File: src/sv/json_comment_stripper_core_assert.svh
// Assertion macros for the comment stripper modules, included by the queue
`ifndef JSON_COMMENT_STRIPPER_CORE_ASSERT_SVH
`define JSON_COMMENT_STRIPPER_CORE_ASSERT_SVH

// Same-cycle implication, checked out of reset
`define JCS_ASSERT_NOW(label, ante, cons) \
  label: assert property (@(posedge clk) disable iff (!rst_n) (ante) |-> (cons)) \
    else $error("jcs assertion failed");

// Next-cycle implication, checked out of reset
`define JCS_ASSERT_NEXT(label, ante, cons) \
  label: assert property (@(posedge clk) disable iff (!rst_n) (ante) |=> (cons)) \
    else $error("jcs assertion failed");

`endif

File: src/sv/jcs_pkg.sv
// Types and constants of the JSON comment stripper
package jcs_pkg;

  localparam logic [7:0] CH_QUOTE     = 8'h22;
  localparam logic [7:0] CH_BACKSLASH = 8'h5C;
  localparam logic [7:0] CH_SLASH     = 8'h2F;
  localparam logic [7:0] CH_HASH      = 8'h23;
  localparam logic [7:0] CH_NEWLINE   = 8'h0A;
  localparam logic [7:0] CH_STAR      = 8'h2A;

  localparam int QDEPTH = 4;
  localparam int QPTR_W = $clog2(QDEPTH);
  localparam int QCNT_W = $clog2(QDEPTH + 1);

  typedef struct packed {
    logic [7:0] text_byte;
    logic       end_mark;
  } in_word_t;

  typedef struct packed {
    logic [7:0] kept_byte;
    logic       has_byte;
    logic       final_result;
  } out_word_t;

  typedef struct packed {
    logic      slash_first;
    logic      main_valid;
    out_word_t main;
  } plan_t;

  typedef struct packed {
    logic full;
    logic empty;
  } q_status_t;

  typedef enum logic [3:0] {
    MODE_NORMAL = 4'b0001,
    MODE_STRING = 4'b0010,
    MODE_LINE   = 4'b0100,
    MODE_BLOCK  = 4'b1000
  } scan_mode_t;

  localparam out_word_t SLASH_WORD = '{kept_byte: CH_SLASH, has_byte: 1'b1,
                                       final_result: 1'b0};

endpackage

File: src/sv/json_comment_stripper_core.sv
// Top level of the JSON comment stripper: removes //, # and /* */ comments
// outside double-quoted strings from a byte stream. One input word is taken
// per cycle while the four-entry queue between scanner and emitter has room;
// the emitter sends one output word per cycle while out_stall is low, so a
// word that flushes a held slash with its successor yields two output words,
// which the queue absorbs. A result passes through a queue entry and then the
// output register. A word with end_mark set answers with a bare final word
// (preceded by any held slash) and returns the scanner to its start state.
module json_comment_stripper_core import jcs_pkg::*; (
  input  logic      clk,
  input  logic      rst_n,
  input  logic      in_valid,
  output logic      in_stall,
  input  in_word_t  in_word,
  output logic      out_valid,
  input  logic      out_stall,
  output out_word_t out_word
);

  plan_t     plan, head;
  logic      plan_push, pop, accept;
  q_status_t status;

  assign in_stall = status.full;
  assign accept   = in_valid && !in_stall;

  jcs_front u_front (
    .clk       (clk),
    .rst_n     (rst_n),
    .accept    (accept),
    .word      (in_word),
    .plan      (plan),
    .plan_push (plan_push)
  );

  jcs_queue u_queue (
    .clk       (clk),
    .rst_n     (rst_n),
    .push      (plan_push),
    .push_plan (plan),
    .pop       (pop),
    .head      (head),
    .status    (status)
  );

  jcs_back u_back (
    .clk       (clk),
    .rst_n     (rst_n),
    .head      (head),
    .status    (status),
    .pop       (pop),
    .out_valid (out_valid),
    .out_stall (out_stall),
    .out_word  (out_word)
  );

endmodule

File: src/sv/jcs_front.sv
// Scanner: classifies each input word and plans the output words it yields
module jcs_front import jcs_pkg::*; (
  input  logic     clk,
  input  logic     rst_n,
  input  logic     accept,
  input  in_word_t word,
  output plan_t    plan,
  output logic     plan_push
);

  scan_mode_t mode_r, mode_nxt;
  logic       slash_held_r, slash_held_nxt;
  logic       star_seen_r, star_seen_nxt;
  logic [7:0] prev_r, prev_nxt;

  logic [7:0] b;
  logic       open_quote;
  logic       go;

  assign b          = word.text_byte;
  assign open_quote = (b == CH_QUOTE) && (prev_r != CH_BACKSLASH);

  always_comb begin
    mode_nxt       = mode_r;
    slash_held_nxt = slash_held_r;
    star_seen_nxt  = star_seen_r;
    prev_nxt       = prev_r;
    plan           = '0;
    go             = 1'b1;
    if (word.end_mark) begin
      plan.slash_first       = slash_held_r;
      plan.main_valid        = 1'b1;
      plan.main.final_result = 1'b1;
      mode_nxt               = MODE_NORMAL;
      slash_held_nxt         = 1'b0;
      star_seen_nxt          = 1'b0;
      prev_nxt               = '0;
    end else begin
      prev_nxt = b;
      if (slash_held_r) begin
        slash_held_nxt = 1'b0;
        if (b == CH_SLASH) begin
          mode_nxt = MODE_LINE;
          go       = 1'b0;
        end else if (b == CH_STAR) begin
          mode_nxt      = MODE_BLOCK;
          star_seen_nxt = 1'b0;
          go            = 1'b0;
        end else begin
          plan.slash_first = 1'b1;
        end
      end
      if (go) begin
        plan.main.kept_byte = b;
        plan.main.has_byte  = 1'b1;
        unique case (mode_r)
          MODE_LINE: begin
            if (b == CH_NEWLINE) begin
              mode_nxt        = MODE_NORMAL;
              plan.main_valid = 1'b1;
            end
          end
          MODE_BLOCK: begin
            if (star_seen_r && (b == CH_SLASH)) begin
              mode_nxt      = MODE_NORMAL;
              star_seen_nxt = 1'b0;
            end else begin
              star_seen_nxt = (b == CH_STAR);
            end
          end
          MODE_STRING: begin
            if (open_quote) mode_nxt = MODE_NORMAL;
            plan.main_valid = 1'b1;
          end
          default: begin
            if (open_quote) begin
              mode_nxt        = MODE_STRING;
              plan.main_valid = 1'b1;
            end else if (b == CH_HASH) begin
              mode_nxt = MODE_LINE;
            end else if (b == CH_SLASH) begin
              slash_held_nxt = 1'b1;
            end else begin
              plan.main_valid = 1'b1;
            end
          end
        endcase
      end
    end
  end

  assign plan_push = accept && (plan.slash_first || plan.main_valid);

  always_ff @(posedge clk) begin
    if (!rst_n) begin
      mode_r       <= MODE_NORMAL;
      slash_held_r <= 1'b0;
      star_seen_r  <= 1'b0;
      prev_r       <= '0;
    end else if (accept) begin
      mode_r       <= mode_nxt;
      slash_held_r <= slash_held_nxt;
      star_seen_r  <= star_seen_nxt;
      prev_r       <= prev_nxt;
    end
  end

endmodule

File: src/sv/jcs_queue.sv
// Short queue of planned output words between scanner and emitter
module jcs_queue import jcs_pkg::*; (
  input  logic      clk,
  input  logic      rst_n,
  input  logic      push,
  input  plan_t     push_plan,
  input  logic      pop,
  output plan_t     head,
  output q_status_t status
);

`include "json_comment_stripper_core_assert.svh"

  plan_t             entry_r [QDEPTH];
  logic [QPTR_W-1:0] wr_ptr_r, rd_ptr_r;
  logic [QCNT_W-1:0] count_r, count_nxt;

  assign head         = entry_r[rd_ptr_r];
  assign status.full  = (count_r == QCNT_W'(QDEPTH));
  assign status.empty = (count_r == '0);

  always_comb begin
    count_nxt = count_r;
    if (push && !pop) count_nxt = count_r + 1'b1;
    else if (!push && pop) count_nxt = count_r - 1'b1;
  end

  always_ff @(posedge clk) begin
    if (push) entry_r[wr_ptr_r] <= push_plan;
  end

  always_ff @(posedge clk) begin
    if (!rst_n) begin
      wr_ptr_r <= '0;
      rd_ptr_r <= '0;
      count_r  <= '0;
    end else begin
      if (push) begin
        wr_ptr_r <= (wr_ptr_r == QPTR_W'(QDEPTH - 1)) ? '0 : wr_ptr_r + 1'b1;
      end
      if (pop) begin
        rd_ptr_r <= (rd_ptr_r == QPTR_W'(QDEPTH - 1)) ? '0 : rd_ptr_r + 1'b1;
      end
      count_r <= count_nxt;
    end
  end

  `JCS_ASSERT_NOW(a_no_push_full, push, !status.full)
  `JCS_ASSERT_NOW(a_no_pop_empty, pop, !status.empty)
  `JCS_ASSERT_NOW(a_count_bound, 1'b1, count_r <= QCNT_W'(QDEPTH))
  `JCS_ASSERT_NEXT(a_push_fills, push && !pop, !status.empty)

endmodule

File: src/sv/jcs_back.sv
// Emitter: drains planned words into the output register
module jcs_back import jcs_pkg::*; (
  input  logic      clk,
  input  logic      rst_n,
  input  plan_t     head,
  input  q_status_t status,
  output logic      pop,
  output logic      out_valid,
  input  logic      out_stall,
  output out_word_t out_word
);

  logic      out_valid_r, out_valid_nxt;
  out_word_t out_word_r, out_word_nxt;
  logic      slash_done_r, slash_done_nxt;
  logic      load;

  assign load = !out_valid_r || !out_stall;

  always_comb begin
    out_valid_nxt  = out_valid_r;
    out_word_nxt   = out_word_r;
    slash_done_nxt = slash_done_r;
    pop            = 1'b0;
    if (load) begin
      out_valid_nxt = !status.empty;
      if (!status.empty) begin
        if (head.slash_first && !slash_done_r) begin
          out_word_nxt = SLASH_WORD;
          if (head.main_valid) slash_done_nxt = 1'b1;
          else pop = 1'b1;
        end else begin
          out_word_nxt   = head.main;
          slash_done_nxt = 1'b0;
          pop            = 1'b1;
        end
      end
    end
  end

  always_ff @(posedge clk) begin
    if (!rst_n) begin
      out_valid_r  <= 1'b0;
      slash_done_r <= 1'b0;
    end else begin
      out_valid_r  <= out_valid_nxt;
      slash_done_r <= slash_done_nxt;
    end
  end

  always_ff @(posedge clk) begin
    out_word_r <= out_word_nxt;
  end

  assign out_valid = out_valid_r;
  assign out_word  = out_word_r;

endmodule
File: config.mk
export PLATFORM = sky130hd
export DESIGN_NAME = json_comment_stripper_core
export DESIGN_NICKNAME = d
export VERILOG_FILES = /design/src/sv/jcs_pkg.sv /design/src/sv/json_comment_stripper_core.sv /design/src/sv/jcs_front.sv /design/src/sv/jcs_queue.sv /design/src/sv/jcs_back.sv
export VERILOG_INCLUDE_DIRS = /design/src /design/src/sv
export SDC_FILE = /design/constraint.sdc
export NUM_CORES = 1
export LEC_CHECK = 0
export ABC_AREA = 1
export BUFFER_PORTS_ARGS = -buffer_cell sky130_fd_sc_hd__buf_2
export CORE_UTILIZATION = 50
export CTS_BUF_LIST = sky130_fd_sc_hd__clkbuf_8 sky130_fd_sc_hd__clkbuf_16
export DETAILED_ROUTE_END_ITERATION = 12
export GPL_ROUTABILITY_DRIVEN = 0
export PLACE_DENSITY = 0.72
export SYNTH_ARGS = -nofsm -noshare
export SYNTH_HDL_FRONTEND = slang
export SYNTH_SLANG_ARGS = --single-unit
File: constraint.sdc
create_clock -name clk -period 6.36 [get_ports clk]
set_clock_uncertainty 0.2 [all_clocks]
set_input_delay 0.636 -clock clk [delete_from_list [all_inputs] [get_ports clk]]
set_output_delay 0.636 -clock clk [all_outputs]
set_load 0.1 [all_outputs]
==> out/metrics.sh <==
CRITPATHLAUNCHTYPE='flop'
ARRIVAL_NS=3.60
CTS.REPORTEDPATHS.CLKPINSLEW_NS=0.09
SYNTHTOPCELLSBYCOUNT='nand2_1, nor2_1, edfxtp_1'
INITIAL_CORE_UTIL_PCT=51.75
CRIT_TYPE='reg -> reg'
HOLD_DEPTH=2
ROUTED_WIRE_LENGTH_PER_INSTANCE_UM=13.78
SYN-NUM-NETS=416
GLOBAL_ROUTE.USAGE.TOTAL_PCT=19.80
ROUTED_VIA_DENSITY=5.160
YOSYS.AREA.TOP_TYPE_SHARE_PCT=46.15
CLKSINKCOUNT=83
CRITICAL_PATH.MOST_COMMON_CELL='inv_1'
CTS_TREE='built'
SETUP_SLACK_NS=2.821
DRT_DRC_VIOLATIONS_LEFT=0
PRE_CTS_WS_NS=2.806
GRT_FIRST_PASS_WIRELENGTH_UM=11380
CP_CELL_SEQUENCE='inv_1 -> o21ai_0 -> o21ai_1 -> nand2_1 -> nor2_1 -> nor2_2 -> inv_1 -> ha_1 -> inv_1 -> fa_1 -> o21ai_0 -> a21oi_1'
SYNTH.LARGEST_AREA_CELL='edfxtp_1'
PLACE_HPWL_UM=4937
R2R_SLACK_NS=2.82
HOLD_BUFFERS=0
SYNTH.AVG_CELL_AREA_UM2=9.529
CLOCKROOTBUFFER='clkbuf_8'
FINAL-INSTANCE-COUNT-EXCL-FILL=524
CRIT_FAMILY='flip-flops'
DIE_WIDTH_UM=88.88
CRITPATHMAXSTAGEDELAY_NS=0.78
SYN2LAYOUT_AREA_GROWTH_PCT=9.748
CRIT_PATH_MAX_FANOUT=25
HOLDCRITPATHCLASS='reg -> reg'
FIRST_GLOBAL_VIAS=2405
PLACEMENTROWS=31
DIE_Y_UM=88.88
CTS-ROOT-TO-SINK-BUFFERS=2
FINAL_ANTENNA_NET_COUNT=0
ANTENNADIODECOUNT=0
SYNTHARSTFLOPSHARE_PCT=0
REG2REG_TO='u_queue.count_r[1]'
LAYOUT_MIN_CYCLE_TIME_NS=3.539
HP-START='u_front.prev_r[5]'
CTSRESIZECOUNT=0
FINAL-SETUP-VIOL-COUNT=0
FINAL_MIN_PERIOD_OVER_CLOCK_PERIOD_PCT=55.64
FINISH.NET_COUNT=440
YS_FF_LATCH=83
RUN_STATUS='finished, final reports clean'
TIGHTESTPINTRANSITION_NS=1.186
GRT_OVERFLOW=0
GRT_ANTENNA_BEFORE_REPAIR=0
SYNTH_FF_TYPE='edfxtp_1'
NUM-FILL-CELLS=661
SYNTHDISTINCTLIBCELLS=36
TIMING_HOLD_VIOLATIONS_FINAL=0
GRT_START_MAX_NET_PINS=26
DRIVE_GT1_SHARE_PCT=15.06
POSTCTSSETUPREPAIRBUFS=0
P_LEAK_uW=0.001682
HOLD_PATH_END='u_front.prev_r[5]'
FP.COREAREA_MM2=0.007292
R2R.WORST_PATH.CELLS=12
POST_SYNTHESIS_INSTANCE_AREA_MM2=0.003774
CRIT_PATH_END_KIND='flop'
TOP_LEVEL_PINS=25
PLACE.PORT_BUFFERS=24
SYNTH_ENABLE_FLOP_CELLS=58
TOTALNEGATIVESETUPSLACK_NS=0
POWER_PER_CELL_AREA_mW_PER_MM2=415.3
TIMING.FINAL.MAX_SLEW_VIOLATIONS=0
TOTALWIRELENGTH_UM=7219
MAX_SLEW_MARGIN_PCT=20.63
HTREEDEPTH=3
DP_CELLS=508
UNREPAIRED_SETUP_ENDPOINTS_AFTER_GLOBAL_ROUTING='no'
SYNTHCELLS=396
YOSYS-TOP-CELLS-AREA='edfxtp_1, dfxtp_1, nand2_1, nor2_1, inv_1'
NUMBER_OF_CTS_INSERTED_BUFFERS=9
YOSYSMOSTFREQUENTCELL='nand2_1'
DR_VIAS=2704
CP.REQUIRED_NS=6.42
CLOCK.FMAX_GHz=0.2826
DR.FIRST_ITER.DRC_COUNT=97
MAXCAPVIOLCOUNT=0
DRTPASS1ITERATIONS=5
MAX-VDD-IR-DROP_uV=177.2
DIEAREA_MM2=0.007899
SEQUENTIAL_CELL_AREA_FRACTION_IN_THE_YOSYS_REPORT_PCT=59.42
CP_SLOWEST_CELL='dfxtp_1'
WORST-PATH-BUF-INV=3
CLK_LAT_WORST_SKEW_NS=0.36
YOSYSWARNINGCOUNT=0
layer usage:
| metal | global-route usage (%) | vias up | share of wire, % |
|---|---|---|---|
| li1 | - | 1356 | - |
| met1 | 26.21 | 1268 | 46 |
| met2 | 32.52 | 70 | 49 |
| met3 | 2.799 | 10 | 4.2 |
| met4 | 8.798 | 0 | 1.2 |
| met5 | 0 | - | 0 |
worst min-delay path, stage by stage (launching register included):
cell	delay (ns)
dfxtp_1	0.32
nand2_1	0.06
a21oi_1	0.05
state kept, by name, summed over array words and instances, names as in the netlist, 2 cells and up, named ones only:
name,count
u_back.out_word,10
u_front.mode_r,4
u_front.prev_r,8
u_queue.count_r,3
u_queue.entry_r,48
u_queue.rd_ptr_r,2
u_queue.wr_ptr_r,2
worst max-delay path by stage:
stage	startpoint	to	slack, ns	cells after the start
CTS	flop	u_queue.count_r[1]	2.78	12
finish	flop	u_queue.count_r[1]	2.82	12
global route	flop	u_queue.count_r[2]	2.41	15
floorplan	u_queue.count_r[0]	u_queue.count_r[1]	2.11	11
detailed placement	flop	u_queue.count_r[1]	2.81	12
global placement	flop	u_queue.count_r[1]	2.99	12
final cells by class:
cell class,count,area (um2),area share (%)
clock inverters,7,51.30,1.239
repair buffers,24,120.1,2.900
flip-flops and latches,83,2242,54.14
clock buffers,9,123.9,2.991
multi-input cells,252,1290,31.15
inverters,50,190.2,4.592
well taps,99,123.9,2.991
power breakdown:
part	internal [uW]	total, uW	switching [uW]
Clock	145	344	199
Combinational	126	631	505
Sequential	694	745	50.5
Total	965	1720	755
per-stage QoR:
| stage | util, % | power, uW | hold WS [ns] | area [um2] |
|---|---|---|---|---|
| floorplan | - | 1278 | 0.2402 | 3774 |
| global placement | 54.39 | 1373 | 0.2529 | 3966 |
| detailed placement | 54.39 | 1390 | 0.2577 | 3966 |
| CTS | 56.79 | 1729 | 0.2707 | 4141 |
| global route | 56.79 | 1816 | 0.2857 | 4141 |
| finish | 56.79 | 1720 | 0.2721 | 4141 |
layout by cell type, fill, tap and decap left out, types with 2 or more instances in the layout:
cell,count
a21oi_1,19
buf_2,24
clkbuf_8,9
clkinv_4,2
dfxtp_1,25
edfxtp_1,58
ha_1,6
inv_1,46
inv_2,3
inv_4,3
inv_6,2
nand2_1,79
nand2_2,9
nand2_4,2
nand3_1,11
nand4_1,2
nor2_1,61
nor2_2,3
nor2_4,2
nor2_8,2
nor3_1,3
o21ai_0,32
o221ai_1,6
o22ai_1,4
cells by family after synthesis:
kind of cell | synth area share (%)
buf+inv | 6.399
fa+ha+maj | 2.520
xor+xnor | 0.2321
flops | 59.42
simple gates | 21.29
compound gates | 10.15
Power figures use the tool's default switching activity.
